## src/rtl/tpw_pkg.sv

```systemverilog
package tpw_pkg;

  // register indexes on the configuration port
  localparam logic [2:0] REG_XTAL_KHZ      = 3'd0;
  localparam logic [2:0] REG_CHIP_VARIANT  = 3'd1;
  localparam logic [2:0] REG_FLIP_CHIP     = 3'd2;
  localparam logic [2:0] REG_FM_VHF_EDGE   = 3'd3;
  localparam logic [2:0] REG_VHF_UHF_EDGE  = 3'd4;
  localparam logic [2:0] REG_UHF_LBAND_EDGE = 3'd5;
  localparam logic [2:0] REG_LBAND_SBAND_EDGE = 3'd6;

  // band codes
  localparam logic [2:0] BAND_FM    = 3'd0;
  localparam logic [2:0] BAND_TV_LO = 3'd1;
  localparam logic [2:0] BAND_TV_HI = 3'd2;
  localparam logic [2:0] BAND_L     = 3'd3;
  localparam logic [2:0] BAND_S     = 3'd4;

  // pipelined divider: one quotient bit per stage
  localparam int DIV_STAGES = 32;

  // reciprocals for division by constants
  localparam logic [16:0] RECIP_1K  = 17'd67109;   // 2^26 / 1000, rounded up
  localparam logic [16:0] RECIP_10K = 17'd107375;  // 2^30 / 10000, rounded up
  localparam logic [15:0] RECIP_10  = 16'd52429;   // 2^19 / 10, rounded up
  localparam logic [16:0] REF_ROUND = 17'd9999;

  localparam logic [31:0] LOOP_MARGIN = 32'd100;
  localparam logic [12:0] FRAC_SCALE  = 13'd6528;

  localparam logic [21:0] F_180M = 22'd180000;
  localparam logic [21:0] F_190M = 22'd190000;
  localparam logic [21:0] F_570M = 22'd570000;
  localparam logic [21:0] F_680M = 22'd680000;
  localparam logic [21:0] F_700M = 22'd700000;

  localparam logic [15:0] BSW_BASE = 16'h007b;
  localparam logic [15:0] LOC_UHF  = 16'h7c82;
  localparam logic [15:0] LOC_L    = 16'h7c84;
  localparam logic [15:0] LOC_OTH  = 16'h7c81;

  typedef struct packed {
    logic [15:0] xtal_khz;
    logic        chip_variant;
    logic        flip_chip;
    logic [21:0] fm_vhf_edge;
    logic [21:0] vhf_uhf_edge;
    logic [21:0] uhf_lband_edge;
    logic [21:0] lband_sband_edge;
  } tpw_cfg_t;

  // per-request data that rides along the pipeline
  typedef struct packed {
    logic [2:0]  band;
    logic [1:0]  bwc;
    logic        variant;
    logic        vco;
    logic [2:0]  hf;
    logic        ctrim;
    logic [7:0]  refdiv;
    logic [2:0]  tune;
    logic [1:0]  sw;
    logic [31:0] base;     // scaled VCO word or 2*f
    logic [15:0] fref;
    logic [12:0] fref10;
    logic [31:0] fbdiv;
  } tpw_side_t;

endpackage

```

## src/rtl/tpw_rest.sv

```systemverilog
module tpw_rest
  import tpw_pkg::*;
(
  input  logic        clk,
  input  logic        rst_n,
  input  logic        in_valid,
  input  logic [31:0] in_quotient,
  input  tpw_side_t   in_side,
  output logic        out_valid,
  output logic [31:0] out_dividend,
  output logic [15:0] out_divisor,
  output tpw_side_t   out_side
);

  logic        s4_valid_r, s5_valid_r, s6_valid_r, s7_valid_r;
  tpw_side_t   s4_side_r, s5_side_r, s6_side_r, s7_side_r;
  logic [31:0] s4_prod_r;
  logic [31:0] s5_rest_r;
  logic [31:0] s6_rest_r;
  logic [31:0] s7_scaled_r;

  logic [31:0] prod_nxt;
  logic [31:0] lim_hi;
  logic [31:0] lim_lo;
  logic [31:0] rest_nxt;
  tpw_side_t   s4_side_nxt;
  tpw_side_t   s6_side_nxt;

  // stage 4: quotient times reference, wrapping at 32 bits
  assign prod_nxt = 32'(in_quotient * {16'b0, in_side.fref});

  always_comb begin
    s4_side_nxt       = in_side;
    s4_side_nxt.fbdiv = in_quotient;
  end

  // stage 6: snap remainder near the reference step edges
  always_comb begin
    lim_hi      = {16'b0, s5_side_r.fref} - LOOP_MARGIN;
    lim_lo      = {16'b0, s5_side_r.fref} - (LOOP_MARGIN << 1);
    s6_side_nxt = s5_side_r;
    if (s5_rest_r < LOOP_MARGIN) begin
      rest_nxt = 32'd0;
    end else if (s5_rest_r < (LOOP_MARGIN << 1)) begin
      rest_nxt = LOOP_MARGIN << 1;
    end else if (s5_rest_r > lim_hi) begin
      rest_nxt = 32'd0;
      s6_side_nxt.fbdiv = s5_side_r.fbdiv + 32'd1;
    end else if (s5_rest_r > lim_lo) begin
      rest_nxt = lim_lo;
    end else begin
      rest_nxt = s5_rest_r;
    end
  end

  always_ff @(posedge clk) begin
    if (!rst_n) begin
      s4_valid_r <= 1'b0;
      s5_valid_r <= 1'b0;
      s6_valid_r <= 1'b0;
      s7_valid_r <= 1'b0;
    end else begin
      s4_valid_r <= in_valid;
      s5_valid_r <= s4_valid_r;
      s6_valid_r <= s5_valid_r;
      s7_valid_r <= s6_valid_r;
    end
    s4_side_r       <= s4_side_nxt;
    s4_prod_r       <= prod_nxt;
    // stage 5: remainder
    s5_side_r       <= s4_side_r;
    s5_rest_r       <= s4_side_r.base - s4_prod_r;
    s6_side_r       <= s6_side_nxt;
    s6_rest_r       <= rest_nxt;
    // stage 7: scale for the fraction
    s7_side_r       <= s6_side_r;
    s7_scaled_r     <= 32'(s6_rest_r * {19'b0, FRAC_SCALE});
  end

  assign out_valid    = s7_valid_r;
  assign out_dividend = s7_scaled_r;
  assign out_divisor  = {3'b0, s7_side_r.fref10};
  assign out_side     = s7_side_r;

`ifndef NO_ASSERTIONS
  // a remainder inside the low margin is cleared
  a_snap_low: assert property (@(posedge clk) disable iff (!rst_n)
    (s5_valid_r && s5_rest_r < LOOP_MARGIN) |=> s6_rest_r == 32'd0)
    else $error("small remainder not cleared");
`endif

endmodule
```

## config.mk

```make
export PLATFORM = sky130hd
export DESIGN_NAME = tpw_rest
export DESIGN_NICKNAME = d
export VERILOG_FILES = /design/src/rtl/tpw_pkg.sv /design/src/rtl/tpw_rest.sv
export SDC_FILE = /design/constraint.sdc
export NUM_CORES = 2
export LEC_CHECK = 0
export BUFFER_PORTS_ARGS = -buffer_cell sky130_fd_sc_hd__clkbuf_2
export CORE_AREA = 4 4 230 232
export CTS_CLUSTER_SIZE = 30
export DETAILED_ROUTE_END_ITERATION = 7
export DIE_AREA = 0 0 234 236
export HOLD_SLACK_MARGIN = 0.05
export PLACE_DENSITY_LB_ADDON = 0.1
export SLEW_MARGIN = 20
export SYNTH_ARGS = -nofsm -noshare
export SYNTH_HDL_FRONTEND = slang
export SYNTH_SLANG_ARGS = --single-unit
export TNS_END_PERCENT = 1
```

## constraint.sdc

```tcl
create_clock -name clk -period 7.5 [get_ports clk]
set_input_delay 0.75 -clock clk [delete_from_list [all_inputs] [get_ports clk]]
set_output_delay 0.75 -clock clk [all_outputs]
set_load 0.005 [all_outputs]
```

==> results.md <==
- The run finished with clean final reports.
- The post-cts resize count is 0.
- The die is approximately 230 µm wide.
- The final period demand of the worst path is 6470 ps.
- The via density per instance is 5.17.
- The cell area power density is 518 nW/µm².
- Leaving out fill and tap cells, the most frequent cells in the layout are dfxtp_1 (586), inv_1 (486), fa_1 (343).
- The count of buffers added on input and output ports is 275.
- The aggregate routed wire length is 68100 µm.
- The highest clock frequency the design can meet is 155 MHz.
- The main flop type after synthesis is dfxtp_1.
- At the pin with the least slew margin, the transition time is 688 ps.
- The I/O pin total is ~320.
- The number of enable-type register cells in the synthesized netlist is 0.
- The final cell count without fillers is just under 4k.
- The number of nets with antenna violations after detailed routing is 0.
- The number of hold-slack violations in the final timing report was 0.
- The floorplan step defined a die boundary enclosing 55200 µm².
- The number of maximum-capacitance constraint violations is 0.
- Setup repair after global routing left no endpoint under its margin.
- The worst setup path is captured at a register.
- For this block, the initial DRC count from the detailed router was 1116.
- The final setup TNS is 0 ps.
- The number of hold buffers added after CTS was 0.
- The number of iterations in the first detailed-routing pass is 5.
- The die is 236 µm tall.
- CTS built an H-tree with a depth of 2.
- The critical-path maximum fanout is 16.
- The initial utilization of the core area, before any placement, comes to 0.595.
- The power share of the combinational group is 0.616.
- Yosys printed 0 warnings.
- Synthesis produced just under 3k cells.
- The maximum number of pins on one net before global-route repair is 25.
- For this block, the via count after detailed routing is 20.1k.
- In this run the cell area of the synthesized design comes to a little over 30000 µm².
- Post-CTS timing repair inserted 0 buffers for setup.
- TritonCTS built the clock tree.
- The total of fill cells in the finished design is 4014.
- The highest ir drop seen on vdd is 479 µV.
- In the final routed layout, each cell accounts on average for between 15 and 20 µm.
- In this run, distinct cell masters in the synthesized netlist total 65.
- The library cell used most frequently in the layout, excluding fill and tap cells, is dfxtp_1.
- The share of total power dissipated in sequential elements is 0.225.
- Dividing the final minimum period by the clock period gives 0.863.
- Setup violations remaining at the end of the flow were counted as 0.
- The flop and latch count out of synthesis is 586.
- In this run the standard cell core region covers 51000 µm².
- The number of sinks on the clock net is 586.
- In this run the worst hold path is classified as primary input to register.
- By startpoint and endpoint, the worst setup path is classified as primary input to register.
- Global routing finished with a remaining overflow of 0.
- The max-slew violation count is 0.
- In this run, CTS created clock tree buffers numbering 52.
- The count of unresolved DRC violations after routing is 0.
- The top layer used by detailed routing is met5.
- Summed over all nets, the switching power comes to 7600 µW.
- The clock slew at the register clock pins of the worst setup and hold paths is 60 ps.
- The share of final-layout standard cells stronger than drive strength 1 is 0.128.
- In the synthesized netlist the async set-or-reset flop fraction comes to 0.
- In the global route stage, overall resource usage came out at 0.252.
- On the final layout, the worst clock skew is 21.9 ps.
- The net total in the final layout is 3868.
- The number of instances in the placed design is 3788.
- The placement row count is 83.
- Relative to the synthesized area, the layout overhead comes to 12.8%.
- The sequential fraction of the synthesis area is 0.387.
- Counting along the longest clock path gives a buffer depth of 3.
- The number of global-route vias before repair is 21.6k.
- The congestion estimate from routability-driven global placement came to around 0.93.
- The met2 routed wirelength is roughly 33000 µm.
- The first-pass GRT wire length is 111000 µm.
- The later pin in the worst-skew pair is clocked with a latency of 590 ps.
- The routed length on met1 is 28300 µm.
- The internal power contribution is 10100 µW.
- The portion of total power attributed to the clock network is 0.159.
- The routed design uses 4170 µm of met3 wire.
- The required time of the worst setup path is 7960 ps.
- Summed over all cells, the static leakage comes to 0.0166 µW.
- The worst setup path is launched from a primary input.
- The worst max-slew margin expressed relative to the limit is 0.541.
- The tree is rooted in a clkbuf_16.
- The initial antenna violation count is 5.
- The data arrival time of the critical path is a little under 7000 ps.
- A synthesized cell averages around 10 µm².
- The post-detailed-placement half-perimeter wirelength is 53900 µm.
- The fraction of power spent switching nets is 0.429.
## cell families after synthesis
logic type / Yosys count / share of synthesized area
muxes: 5 / 0.00169
other: 1 / 0.000124
adders and majority gates: 554 / 0.313
and+or+nand+nor: 722 / 0.116
DFF: 586 / 0.387
AOI/OAI and AO/OA: 281 / 0.0609
xor gates and xnor gates: 159 / 0.0459
buffers and inverters: 585 / 0.0753
## cells in the mapped netlist (5+ instances only)
| library cell | count | share of area |
|---|---|---|
| dfxtp_1 | 586 | 0.39 |
| inv_1 | 486 | 0.060 |
| fa_1 | 343 | 0.23 |
| nand2_1 | 288 | 0.036 |
| ha_1 | 211 | 0.087 |
| and2_1 | 177 | 0.036 |
| xnor2_1 | 115 | 0.033 |
| a21oi_1 | 90 | 0.015 |
| nor2_1 | 84 | 0.010 |
| clkbuf_1 | 73 | 0.0090 |
| a21o_1 | 53 | 0.013 |
| xor2_1 | 44 | 0.013 |
| nand4_1 | 39 | 0.0080 |
| o21ai_0 | 38 | 0.0063 |
| nor3_1 | 37 | 0.0061 |
| nand3_1 | 29 | 0.0048 |
| buf_4 | 23 | 0.0057 |
| o21a_1 | 20 | 0.0049 |
| a211oi_1 | 14 | 0.0035 |
| nand2b_1 | 13 | 0.0027 |
| nor4_1 | 13 | 0.0027 |
| o21bai_1 | 11 | 0.0027 |
| and3_1 | 8 | 0.0016 |
| nor2b_1 | 8 | 0.0016 |
| or3_1 | 7 | 0.0014 |
| a31o_2 | 6 | 0.0017 |
| a31oi_1 | 6 | 0.0012 |
| or2_2 | 5 | 0.0010 |
## per-layer routing
layer / vias to the layer above / GRT usage
met4: 4 / 0.0958
met2: 648 / 0.425
met1: 9743 / 0.328
li1: 9501 / -
met5: - / 0
met3: 178 / 0.0400
## worst paths after layout
check             cells past startpoint  slack, ps                        to             startpoint
hold reg to reg                       0        310       out_side[9]$_DFF_P_   s6_side_r[9]$_DFF_P_
hold / removal                        1        260     s4_side_r[65]$_DFF_P_            in_side[65]
setup / recovery                     22       1030     s4_prod_r[27]$_DFF_P_            in_side[48]
setup reg to reg                     13       2880  s6_rest_r[15]$_SDFF_PP0_  s5_side_r[48]$_DFF_P_
## layout make-up
cell class / count / area [µm²] / share of cell area
antenna: 3 / 7.51 / 0.000219
clock buffer: 63 / 1400 / 0.0410
clock inverter: 30 / 462 / 0.0135
inverter: 486 / 1820 / 0.0533
multi-input combinational: 1731 / 16400 / 0.478
sequential: 586 / 11700 / 0.343
tap: 680 / 851 / 0.0248
timing repair buffer: 305 / 1600 / 0.0468
## critical path: stages
cell      delay, ps
clkbuf_2        450
buf_4           370
nand2_1         130
fa_1            560
fa_1            450
fa_1            530
inv_1            50
fa_1            460
fa_1            550
inv_1            60
fa_1            530
inv_1            40
ha_1            350
a21oi_1         210
nor2_1           50
o21ai_0         220
a21oi_1         130
a211oi_1        320
o21bai_1        160
a21oi_1         240
o21ai_1         120
xor2_1          150
## sequential cells by signal (all words and copies together), names as in the netlist
register and flops:
out_dividend 25, out_divisor 13, out_side 104, out_valid 1, s4_prod_r 32, s4_side_r 117, s4_valid_r 1, s5_rest_r 32
s5_side_r 117, s5_valid_r 1, s6_rest_r 25, s6_side_r 117, s6_valid_r 1
## power by group through the flow
stage	clock network (µW)	registers, µW	logic (µW)
2_1_floorplan	0	3960	8340
3_3_place_gp	0	4040	10500
3_5_place_dp	0	4050	10800
4_1_cts	2890	3980	10900
5_1_grt	3010	4030	12500
6_report	2830	3980	10900
## stage by stage
| stage | util | setup slack [ps] | total power, µW | cell area [µm²] | hold slack (ps) |
|---|---|---|---|---|---|
| after global placement | 0.635 | 621 | 14600 | 32400 | 310 |
| after global routing | 0.671 | 799 | 19600 | 34200 | 236 |
| after CTS | 0.671 | 1130 | 17800 | 34200 | 230 |
| after floorplan | - | 993 | 12300 | 30400 | 310 |
| after detailed placement | 0.635 | 546 | 14900 | 32400 | 312 |
| final | 0.672 | 1030 | 17700 | 34200 | 264 |
No activity file was read; power rests on OpenSTA's default activity.
