**src/rtl/tpw_pkg.sv**
```systemverilog
package tpw_pkg;

  // register indexes on the configuration port
  localparam logic [2:0] REG_XTAL_KHZ      = 3'd0;
  localparam logic [2:0] REG_CHIP_VARIANT  = 3'd1;
  localparam logic [2:0] REG_FLIP_CHIP     = 3'd2;
  localparam logic [2:0] REG_FM_VHF_EDGE   = 3'd3;
  localparam logic [2:0] REG_VHF_UHF_EDGE  = 3'd4;
  localparam logic [2:0] REG_UHF_LBAND_EDGE = 3'd5;
  localparam logic [2:0] REG_LBAND_SBAND_EDGE = 3'd6;

  // band codes
  localparam logic [2:0] BAND_FM    = 3'd0;
  localparam logic [2:0] BAND_TV_LO = 3'd1;
  localparam logic [2:0] BAND_TV_HI = 3'd2;
  localparam logic [2:0] BAND_L     = 3'd3;
  localparam logic [2:0] BAND_S     = 3'd4;

  // pipelined divider: one quotient bit per stage
  localparam int DIV_STAGES = 32;

  // reciprocals for division by constants
  localparam logic [16:0] RECIP_1K  = 17'd67109;   // 2^26 / 1000, rounded up
  localparam logic [16:0] RECIP_10K = 17'd107375;  // 2^30 / 10000, rounded up
  localparam logic [15:0] RECIP_10  = 16'd52429;   // 2^19 / 10, rounded up
  localparam logic [16:0] REF_ROUND = 17'd9999;

  localparam logic [31:0] LOOP_MARGIN = 32'd100;
  localparam logic [12:0] FRAC_SCALE  = 13'd6528;

  localparam logic [21:0] F_180M = 22'd180000;
  localparam logic [21:0] F_190M = 22'd190000;
  localparam logic [21:0] F_570M = 22'd570000;
  localparam logic [21:0] F_680M = 22'd680000;
  localparam logic [21:0] F_700M = 22'd700000;

  localparam logic [15:0] BSW_BASE = 16'h007b;
  localparam logic [15:0] LOC_UHF  = 16'h7c82;
  localparam logic [15:0] LOC_L    = 16'h7c84;
  localparam logic [15:0] LOC_OTH  = 16'h7c81;

  typedef struct packed {
    logic [15:0] xtal_khz;
    logic        chip_variant;
    logic        flip_chip;
    logic [21:0] fm_vhf_edge;
    logic [21:0] vhf_uhf_edge;
    logic [21:0] uhf_lband_edge;
    logic [21:0] lband_sband_edge;
  } tpw_cfg_t;

  // per-request data that rides along the pipeline
  typedef struct packed {
    logic [2:0]  band;
    logic [1:0]  bwc;
    logic        variant;
    logic        vco;
    logic [2:0]  hf;
    logic        ctrim;
    logic [7:0]  refdiv;
    logic [2:0]  tune;
    logic [1:0]  sw;
    logic [31:0] base;     // scaled VCO word or 2*f
    logic [15:0] fref;
    logic [12:0] fref10;
    logic [31:0] fbdiv;
  } tpw_side_t;

endpackage

```
**src/rtl/tpw_front.sv**
```systemverilog
module tpw_front
  import tpw_pkg::*;
(
  input  logic        clk,
  input  logic        rst_n,
  input  tpw_cfg_t    cfg,
  input  logic        in_valid,
  input  logic [21:0] in_freq_khz,
  input  logic [1:0]  in_bandwidth_code,
  output logic        out_valid,
  output tpw_side_t   out_side
);

  logic        s1_valid_r;
  logic [21:0] s1_f_r;
  logic [1:0]  s1_bwc_r;
  logic [2:0]  s1_band_r;
  logic [7:0]  s1_rd_fm_r;
  logic [7:0]  s1_rd_vhf_r;
  logic [7:0]  s1_rd_oth_r;

  logic [2:0]  band_nxt;
  logic [33:0] prod_vhf;
  logic [32:0] prod_fm;
  logic [32:0] prod_oth;

  logic        s2_valid_r;
  tpw_side_t   s2_side_r;
  tpw_side_t   side_nxt;
  logic [4:0]  mult;
  logic        presc6;
  logic [26:0] scaled;
  logic [7:0]  refdiv;

  // stage 1: band sort and reference divider candidates
  always_comb begin
    if (in_freq_khz <= cfg.fm_vhf_edge) begin
      band_nxt = BAND_FM;
    end else if (in_freq_khz <= cfg.vhf_uhf_edge) begin
      band_nxt = BAND_TV_LO;
    end else if (in_freq_khz <= cfg.uhf_lband_edge) begin
      band_nxt = BAND_TV_HI;
    end else if (in_freq_khz <= cfg.lband_sband_edge) begin
      band_nxt = BAND_L;
    end else begin
      band_nxt = BAND_S;
    end
    prod_vhf = ({1'b0, cfg.xtal_khz} + REF_ROUND) * RECIP_10K;
    prod_fm  = cfg.xtal_khz * RECIP_1K;
    prod_oth = cfg.xtal_khz * RECIP_10K;
  end

  always_ff @(posedge clk) begin
    if (!rst_n) begin
      s1_valid_r <= 1'b0;
    end else begin
      s1_valid_r <= in_valid;
    end
    s1_f_r      <= in_freq_khz;
    s1_bwc_r    <= in_bandwidth_code;
    s1_band_r   <= band_nxt;
    s1_rd_fm_r  <= {1'b0, prod_fm[32:26]};
    s1_rd_vhf_r <= {4'b0, prod_vhf[33:30]};
    s1_rd_oth_r <= {5'b0, prod_oth[32:30]};
  end

  // stage 2: divider codes, loop multiplier, tune fields
  always_comb begin
    side_nxt = '0;
    mult     = 5'd0;
    presc6   = 1'b0;
    side_nxt.band    = s1_band_r;
    side_nxt.bwc     = s1_bwc_r;
    side_nxt.variant = cfg.chip_variant;

    if (cfg.chip_variant) begin
      if (s1_band_r == BAND_L) begin
        side_nxt.vco = 1'b1; side_nxt.hf = 3'd1; mult = 5'd2;
      end else if (s1_band_r == BAND_S) begin
        side_nxt.vco = 1'b0; side_nxt.hf = 3'd0; side_nxt.ctrim = 1'b1; mult = 5'd1;
      end else if (s1_f_r < F_570M) begin
        side_nxt.vco = 1'b1; side_nxt.hf = 3'd3; presc6 = 1'b1; mult = 5'd6;
      end else if (s1_f_r < F_680M) begin
        side_nxt.vco = 1'b0; side_nxt.hf = 3'd2; mult = 5'd4;
      end else begin
        side_nxt.vco = 1'b1; side_nxt.hf = 3'd2; mult = 5'd4;
      end
    end else begin
      if (s1_band_r == BAND_FM) begin
        side_nxt.vco = 1'b0; side_nxt.hf = 3'd7; mult = 5'd24;
      end else if (s1_band_r == BAND_L) begin
        side_nxt.vco = 1'b1; side_nxt.hf = 3'd0; mult = 5'd2;
      end else if (s1_band_r == BAND_TV_LO) begin
        if (s1_f_r < F_180M) begin
          side_nxt.vco = 1'b0; side_nxt.hf = 3'd3; mult = 5'd16;
        end else if (s1_f_r < F_190M) begin
          side_nxt.vco = 1'b1; side_nxt.hf = 3'd3; mult = 5'd16;
        end else begin
          side_nxt.vco = 1'b0; side_nxt.hf = 3'd6; mult = 5'd12;
        end
      end else if (s1_f_r < F_570M) begin
        side_nxt.vco = 1'b1; side_nxt.hf = 3'd5; mult = 5'd6;
      end else if (s1_f_r < F_700M) begin
        side_nxt.vco = 1'b0; side_nxt.hf = 3'd1; mult = 5'd4;
      end else begin
        side_nxt.vco = 1'b1; side_nxt.hf = 3'd1; mult = 5'd4;
      end
    end

    // VCO word over the prescaler; with prescaler 6 and multiplier 6 it is 2*f
    if (presc6) begin
      scaled = {4'b0, s1_f_r, 1'b0};
    end else begin
      scaled = mult * s1_f_r;
    end
    side_nxt.base = cfg.chip_variant ? {5'b0, scaled} : {9'b0, s1_f_r, 1'b0};

    // reference divider by band, never zero
    if (s1_band_r == BAND_TV_LO) begin
      refdiv = s1_rd_vhf_r;
    end else if (s1_band_r == BAND_FM) begin
      refdiv = s1_rd_fm_r;
    end else begin
      refdiv = s1_rd_oth_r;
    end
    side_nxt.refdiv = (refdiv == 8'd0) ? 8'd1 : refdiv;

    // LNA tune and switch
    case (s1_band_r)
      BAND_FM: begin
        side_nxt.tune = 3'd0; side_nxt.sw = 2'd1;
      end
      BAND_TV_LO: begin
        if (s1_f_r <= 22'd180000) side_nxt.tune = 3'd0;
        else if (s1_f_r <= 22'd188200) side_nxt.tune = 3'd1;
        else if (s1_f_r <= 22'd196400) side_nxt.tune = 3'd2;
        else side_nxt.tune = 3'd3;
        side_nxt.sw = 2'd1;
      end
      BAND_L: begin
        if (s1_f_r <= 22'd1500000) side_nxt.tune = 3'd0;
        else if (s1_f_r <= 22'd1600000) side_nxt.tune = 3'd1;
        else side_nxt.tune = 3'd3;
        side_nxt.sw = 2'd0;
      end
      BAND_S: begin
        side_nxt.tune = 3'd7; side_nxt.sw = 2'd0;
      end
      default: begin
        if (cfg.flip_chip) begin
          if (s1_f_r <= 22'd550000) side_nxt.tune = 3'd0;
          else if (s1_f_r <= 22'd590000) side_nxt.tune = 3'd1;
          else if (s1_f_r <= 22'd666000) side_nxt.tune = 3'd3;
          else side_nxt.tune = 3'd5;
        end else begin
          if (s1_f_r <= 22'd550000) side_nxt.tune = 3'd2;
          else if (s1_f_r <= 22'd650000) side_nxt.tune = 3'd3;
          else if (s1_f_r <= 22'd750000) side_nxt.tune = 3'd5;
          else if (s1_f_r <= 22'd850000) side_nxt.tune = 3'd6;
          else side_nxt.tune = 3'd7;
        end
        side_nxt.sw = 2'd2;
      end
    endcase
  end

  always_ff @(posedge clk) begin
    if (!rst_n) begin
      s2_valid_r <= 1'b0;
    end else begin
      s2_valid_r <= s1_valid_r;
    end
    s2_side_r <= side_nxt;
  end

  assign out_valid = s2_valid_r;
  assign out_side  = s2_side_r;

endmodule

```
**config.mk**
```make
export PLATFORM = sky130hd
export DESIGN_NAME = tpw_front
export DESIGN_NICKNAME = d
export VERILOG_FILES = /design/src/rtl/tpw_pkg.sv /design/src/rtl/tpw_front.sv
export SDC_FILE = /design/constraint.sdc
export NUM_CORES = 1
export LEC_CHECK = 0
export ABC_AREA = 1
export BUFFER_PORTS_ARGS = -buffer_cell sky130_fd_sc_hd__buf_2
export CORE_ASPECT_RATIO = 0.7
export CORE_UTILIZATION = 50
export CTS_BUF_LIST = sky130_fd_sc_hd__clkbuf_4
export DETAILED_ROUTE_END_ITERATION = 6
export MAX_ROUTING_LAYER = met4
export PLACE_DENSITY = 0.72
export SETUP_SLACK_MARGIN = 0.1
export SYNTH_ARGS = -nofsm -noshare
export SYNTH_HDL_FRONTEND = slang
export SYNTH_SLANG_ARGS = --single-unit
```
**constraint.sdc**
```tcl
create_clock -name clk -period 6.5 [get_ports clk]
set_input_delay 0.65 -clock clk [delete_from_list [all_inputs] [get_ports clk]]
set_output_delay 0.65 -clock clk [all_outputs]
set_load 0.02 [all_outputs]
```
==> out/results.ini, run 1 <==
[detailed_routing]
drcViolationCount = 3
vias_per_cell = 5.02
wl_mm = 65.2
ant_nets = 0
wl_per_cell_um = 16.2
routed-via-count = 20300
dr.pass1.iters = 7
drt-initial-drc-count = 1452

[sta]
rsz0062_at_grt = no
fmax_mhz = 169
drv_slew = 0
fin_tns_setup_ns = 0
finClkSkew_ns = 0.0212
fin_crit_ns = 5.92
slew_headroom_pct = 52.2
worst_pin_slew_ns = 0.710
hold_viol = 0
fin_crit_sh_pct = 91.0
setup_violations = 0

[clock_network]
post_cts_buffers = 0
clock_path_buffers = 2
clkLatencyLatePin_ns = 0.55
cts.reportedPaths.clkPinSlew_ns = 0.15
numCtsBuffers = 9
ctsRootBufferMaster = clkbuf_4
clock_sinks = 93
cts_tree = built
htreeDepth = 3
hold_buffers = 0
cts_resized = 0

[yosys]
synth_ff_type = dfxtp_1
synth_area_per_cell_um2 = 7.80
synth_most_common_cell = inv_1
yosysSeqAreaShare_pct = 7.63
syn_area_mm2 = 0.0244
yosysTopAreaCellShare_pct = 26.4
yosysUniqueCellTypes = 46
yosysTopAreaCell = fa_1
synth_common_cells = inv_1, nand2_1, ha_1
synth_seq_cells = 93
syn_inst = 3128
synth.area.top_cells = fa_1, ha_1, inv_1
ys_warn_count = 0
synth_edf_count = 0
async_flop_share_pct = 0

[pwr]
ir_drop_mv = 0.693
power_mw = 11.4
p_leak_nw = 15.3
powerDensity_mw_per_mm2 = 431

[worst_setup_path]
critPathKind = input port to register
path_common_cell = nand2_1
critPathCaptureType = register
r2r_start = s1_f_r[20]$_DFF_P_
rr_worst_depth = 24
crit_fanout = 3
crit_slowest_cell = fa_1
reg2reg_setup_slack_ns = 0.99
cp.arrival_ns = 6.37
critical_path_required_ns = 6.96
timing.critical_path.from_type = input port
rr_endpoint = out_side[86]$_SDFF_PP0_
cp_slowest_stage_delay_ns = 0.56

[floorplan]
dieArea_mm2 = 0.0497
start_util_pct = 50.8
die_h_um = 187
core_mm2 = 0.0480
num_rows = 67
pin_count = 251
die_w_um = 266

[grt]
grt_pass1_wl_mm = 107
globalRouteOverflowTotal = 0
grt_max_degree = 33
track_usage_pct = 28.0
grt_pass1_vias = 20400
antenna_found_initial = 2

[placed_design]
portBuffers = 183
placed_cell_area_mm2 = 0.0263
hpwl_mm = 57.4
gp_congestion = 0.982

[worst_hold_path]
hold_depth = 1
worstHoldStart = in_bandwidth_code[1]
hold_path.class = input port to register
holdPathEnd = s1_bwc_r[1]$_DFF_P_

[cells_and_area]
drive_above_1_share_pct = 9.89
final_area_mm2 = 0.0265
multi_input_area_mm2 = 0.0193
fin_nets = 4327
synthToLayoutAreaGrowth_pct = 8.47
fillers = 4650
seq_area_mm2 = 0.00186

[job]
cap_violations = 0

[outcome]
outcome = finished, violations left
violations = design-rule violations

==> stage by stage <==
stage	std cells	setup WS, ns	hold WS [ns]	utilization (%)
detailed placement	4017	0.00144	0.312	54.7
floorplan	3194	0.328	0.310	-
global placement	4017	0.0369	0.310	54.7
CTS	4033	0.593	0.164	55.1
finish	4034	0.584	0.197	55.1
global route	4034	0.142	0.165	55.1
==> final cells by class <==
cell class,count,area share (%)
clock buffers,9,0.255
well taps,655,3.10
clock inverters,7,0.360
multi-input cells,2267,73.0
flip-flops and latches,93,7.04
repair buffers,259,5.67
inverters,743,10.6
diodes,1,0.00946
==> cell families after synthesis <==
kind of cell | synth area share (%)
AO/OA/AOI/OAI | 7.01
XOR/XNOR | 1.26
adder cells (fa/ha/maj) | 52.0
buffers and inverters | 14.2
flip-flops | 7.63
other | 0.0154
AND/OR/NAND/NOR | 17.9
==> power breakdown <==
group | switching [mW] | leakage [nW] | internal [mW]
clock network | 0.235 | 0.0883 | 0.157
registers | 0.0572 | 0.779 | 0.686
logic | 6.29 | 14.5 | 3.97
total | 6.58 | 15.3 | 4.81
==> registers in the layout, indices dropped and copies added (netlist names) <==
register     cells
s1_f_r          22
out_side        50
s1_valid_r       1
s1_rd_vhf_r      4
s1_rd_fm_r       7
s1_rd_oth_r      3
s1_band_r        3
out_valid        1
s1_bwc_r         2
==> critical path: cells and delay by family <==
kind / cells / cell delay [ns]
xor gates and xnor gates: 1 / 0.27
AOI/OAI and AO/OA: 4 / 0.73
buffers and inverters: 7 / 0.59
and+or+nand+nor: 9 / 0.68
adders and majority gates: 8 / 3.43
==> how the worst max path moves through the flow <==
stage,from,to,depth (start not counted)
floorplan,cfg[90],s1_rd_vhf_r[1]$_DFF_P_,28
global placement,cfg[90],s1_rd_vhf_r[2]$_DFF_P_,29
detailed placement,cfg[90],s1_rd_vhf_r[2]$_DFF_P_,29
CTS,cfg[90],s1_rd_vhf_r[2]$_DFF_P_,29
global route,cfg[90],s1_rd_vhf_r[2]$_DFF_P_,32
finish,cfg[90],s1_rd_vhf_r[2]$_DFF_P_,29
==> layout by cell type, fill, tap and decap left out, drive strengths merged <==
| cell | n |
|---|---|
| inv | 743 |
| nand2 | 567 |
| ha | 500 |
| fa | 321 |
| nor2 | 270 |
| buf | 259 |
| a21oi | 177 |
| nand3 | 111 |
| dfxtp | 93 |
| o21ai | 78 |
| conb | 67 |
| nor3 | 39 |
| nand4 | 32 |
| xnor2 | 19 |
| xor2 | 16 |
| a21o | 12 |
| o21a | 9 |
| clkbuf | 9 |
| nor4 | 8 |
| o21bai | 8 |
| o211ai | 6 |
| nand3b | 6 |
| a31oi | 5 |
| a21boi | 5 |
| clkinv | 5 |
| nor3b | 4 |
| or2 | 3 |
| bufinv | 2 |
| diode | 1 |
| nor4b | 1 |
| o311ai | 1 |
| a32o | 1 |
| o31ai | 1 |
==> per-layer routing <==
layer / vias to the layer above / global-route usage, % / part of all wire [%]
met1: 9459 / 39.7 / 48
met5: - / - / 0
met2: 627 / 42.3 / 43
li1: 10100 / - / -
met4: 0 / 5.19 / 1.7
met3: 78 / 4.63 / 7.6
Power figures use the tool's default switching activity.
==> inputs of run 2 (changes only) <==
Settings changed: CORE_ASPECT_RATIO 0.7 to 2, GPL_TIMING_DRIVEN from default to 0.
==> out/results.ini, run 2 (synthesis gave the netlist of run 1 again) <==
[grt]
track_usage_pct = 38.7  ; +11 points
grt_pass1_wl_mm = 134  ; +25%
grt_pass1_vias = 23600  ; +16%
antenna_found_initial = 13  ; +11
globalRouteOverflowTotal = 0  ; unchanged
grt_max_degree = 21  ; -36%

[placed_design]
hpwl_mm = 75.3  ; +31%
portBuffers = 183  ; unchanged
gp_congestion = 1.03  ; +4.9%
dp_cells = 4015  ; -0.050%

[pwr]
powerDensity_mw_per_mm2 = 460  ; +6.8%
p_leak_nw = 15.5  ; +0.90%
ir_drop_mv = 0.538  ; -22%
power_mw = 12.3  ; +8.3%

[worst_setup_path]
critical_path_required_ns = 7.06  ; +0.10 ns
crit_buf_inv = 8  ; +1
crit_fanout = 11  ; +8
rr_worst_depth = 25  ; +4.2%
cp_slowest_stage_delay_ns = 0.55  ; about the same
cp.depth = 30  ; +3.4%
reg2reg_setup_slack_ns = 0.36  ; -0.63 ns
crit_family = adder cells
rr_endpoint = out_side[81]$_DFF_P_
path_common_cell = nand2_1
critPathKind = input port to register
worstSetupStartpoint = cfg[98]
endpoint = s1_rd_vhf_r[0]$_DFF_P_
crit_slowest_cell = fa_1
timing.critical_path.from_type = input port
r2r_start = s1_band_r[1]$_SDFF_PP0_
critPathCaptureType = register
cp.arrival_ns = 6.81  ; +0.44 ns

[sta]
hold_viol = 0  ; unchanged
rsz0062_at_grt = yes
fin_crit_ns = 6.25  ; +0.334 ns
finClkSkew_ns = 0.0451  ; +0.0240 ns
drv_slew = 0  ; unchanged
worst_pin_slew_ns = 0.880  ; +0.171 ns
fmax_mhz = 160  ; -5.3%
setup_violations = 0  ; unchanged
fin_crit_sh_pct = 96.1  ; +5.1 points
slew_headroom_pct = 41.3  ; -11 points

[floorplan]
die_h_um = 314  ; +68%
core_mm2 = 0.0482  ; +0.37%
num_rows = 114  ; +70%
pin_count = 251  ; unchanged
dieArea_mm2 = 0.0497  ; about the same
die_w_um = 158  ; -41%
start_util_pct = 50.6  ; -0.19 points

[clock_network]
ctsRootBufferMaster = clkbuf_4
numCtsBuffers = 9  ; unchanged
cts.reportedPaths.clkPinSlew_ns = 0.20  ; +0.05 ns
clock_sinks = 93  ; unchanged
cts_tree = built
clock_path_buffers = 2  ; unchanged
clkLatencyLatePin_ns = 0.64  ; +0.09 ns
htreeDepth = 3  ; unchanged

[detailed_routing]
wl_mm = 87.8  ; +35%
drcViolationCount = 0  ; -3
routed-via-count = 21900  ; +8.0%
wl_per_cell_um = 21.7  ; +34%
dr.pass1.iters = 5  ; -2
vias_per_cell = 5.39  ; +7.4%
drt-initial-drc-count = 1045  ; -28%
ant_nets = 0  ; unchanged

[cells_and_area]
synthToLayoutAreaGrowth_pct = 9.96
drive_above_1_share_pct = 11.6  ; +1.7 points
layout_commonest_cell = inv_1
final_cells = 4055  ; +0.52%
fin_nets = 4352  ; +0.58%
largest_reg_flops = 50  ; unchanged
most-common-layout-cells = inv_1, nand2_1, ha_1, fa_1, nor2_1

[job]
cap_violations = 0  ; unchanged

[outcome]
outcome = finished clean

[worst_hold_path]
hold_path.class = input port to register

-- run 2: cell types whose count changed in the layout (fill, tap and decap cells not counted), moves of 8 or more --
cell,previous run,this run
buf_2,183,191
ha_1,500,489
buf_4,75,83
buf_6,0,9
ha_2,0,8
diode_2,1,14
-- run 2: how the worst min path moves through the flow --
stage,from,endpoint,cells after the start
CTS,in_bandwidth_code[0],s1_bwc_r[0]$_DFF_P_,1
finish,in_freq_khz[0],s1_f_r[0]$_DFF_P_,1
detailed placement,s1_bwc_r[0]$_DFF_P_,out_side[112]$_DFF_P_,0
global route,in_bandwidth_code[0],s1_bwc_r[0]$_DFF_P_,1
global placement,s1_bwc_r[1]$_DFF_P_,out_side[113]$_DFF_P_,0
floorplan,s1_bwc_r[0]$_DFF_P_,out_side[112]$_DFF_P_,0
-- run 2: layout make-up --
class                           instances  area [um^2]
Buffer                                 91          667
Tap cell                              638          798
Timing Repair Buffer                  193         1030
Fill cell                            4800        21400
Antenna cell                           14         35.0
Clock buffer                            9         67.6
Clock inverter                          7         83.8
Sequential cell                        93         1860
Multi-Input combinational cell       2267        19500
Inverter                              743         2810
-- run 2: routing by layer --
layer	vias to the layer above	part of all wire, %	routed length, um	global-route usage (%)
met5	-	0	0	-
met4	0	13	11800	41.5
met3	563	5.2	4530	9.53
met2	812	54	47500	70.1
met1	10300	27	24000	28.5
li1	10200	-	-	-
-- run 2: report_power, final --
| group | switching [mW] | internal, mW | total (mW) |
|---|---|---|---|
| combinational | 7.08 | 4.15 | 11.2 |
| sequential | 0.0507 | 0.685 | 0.736 |
| clock | 0.278 | 0.0942 | 0.372 |
| total | 7.41 | 4.93 | 12.3 |
-- run 2: stage by stage --
| stage | instance area [um^2] | util [%] | setup TNS (ns) | hold slack, ns | setup slack [ns] |
|---|---|---|---|---|---|
| global placement | 26300 | 54.7 | -5.36 | 0.310 | -1.39 |
| global route | 26800 | 55.6 | 0 | 0.104 | 0.0624 |
| floorplan | 24600 | - | 0 | 0.310 | 0.328 |
| finish | 26800 | 55.6 | 0 | 0.132 | 0.251 |
| CTS | 26600 | 55.1 | 0 | 0.106 | 0.0955 |
| detailed placement | 26300 | 54.7 | -5.53 | 0.312 | -1.42 |
-- run 2: timing repair --
| item | 4_1_cts | 5_1_grt |
|---|---|---|
| pin swaps | 0 | 2 |
| hold buffers | 0 | 0 |
| endpoints found under the setup margin | 4 | 5 |
| gates resized for setup | 19 | 37 |
| cloned | 0 | 0 |
| setup buffers | 2 | 7 |
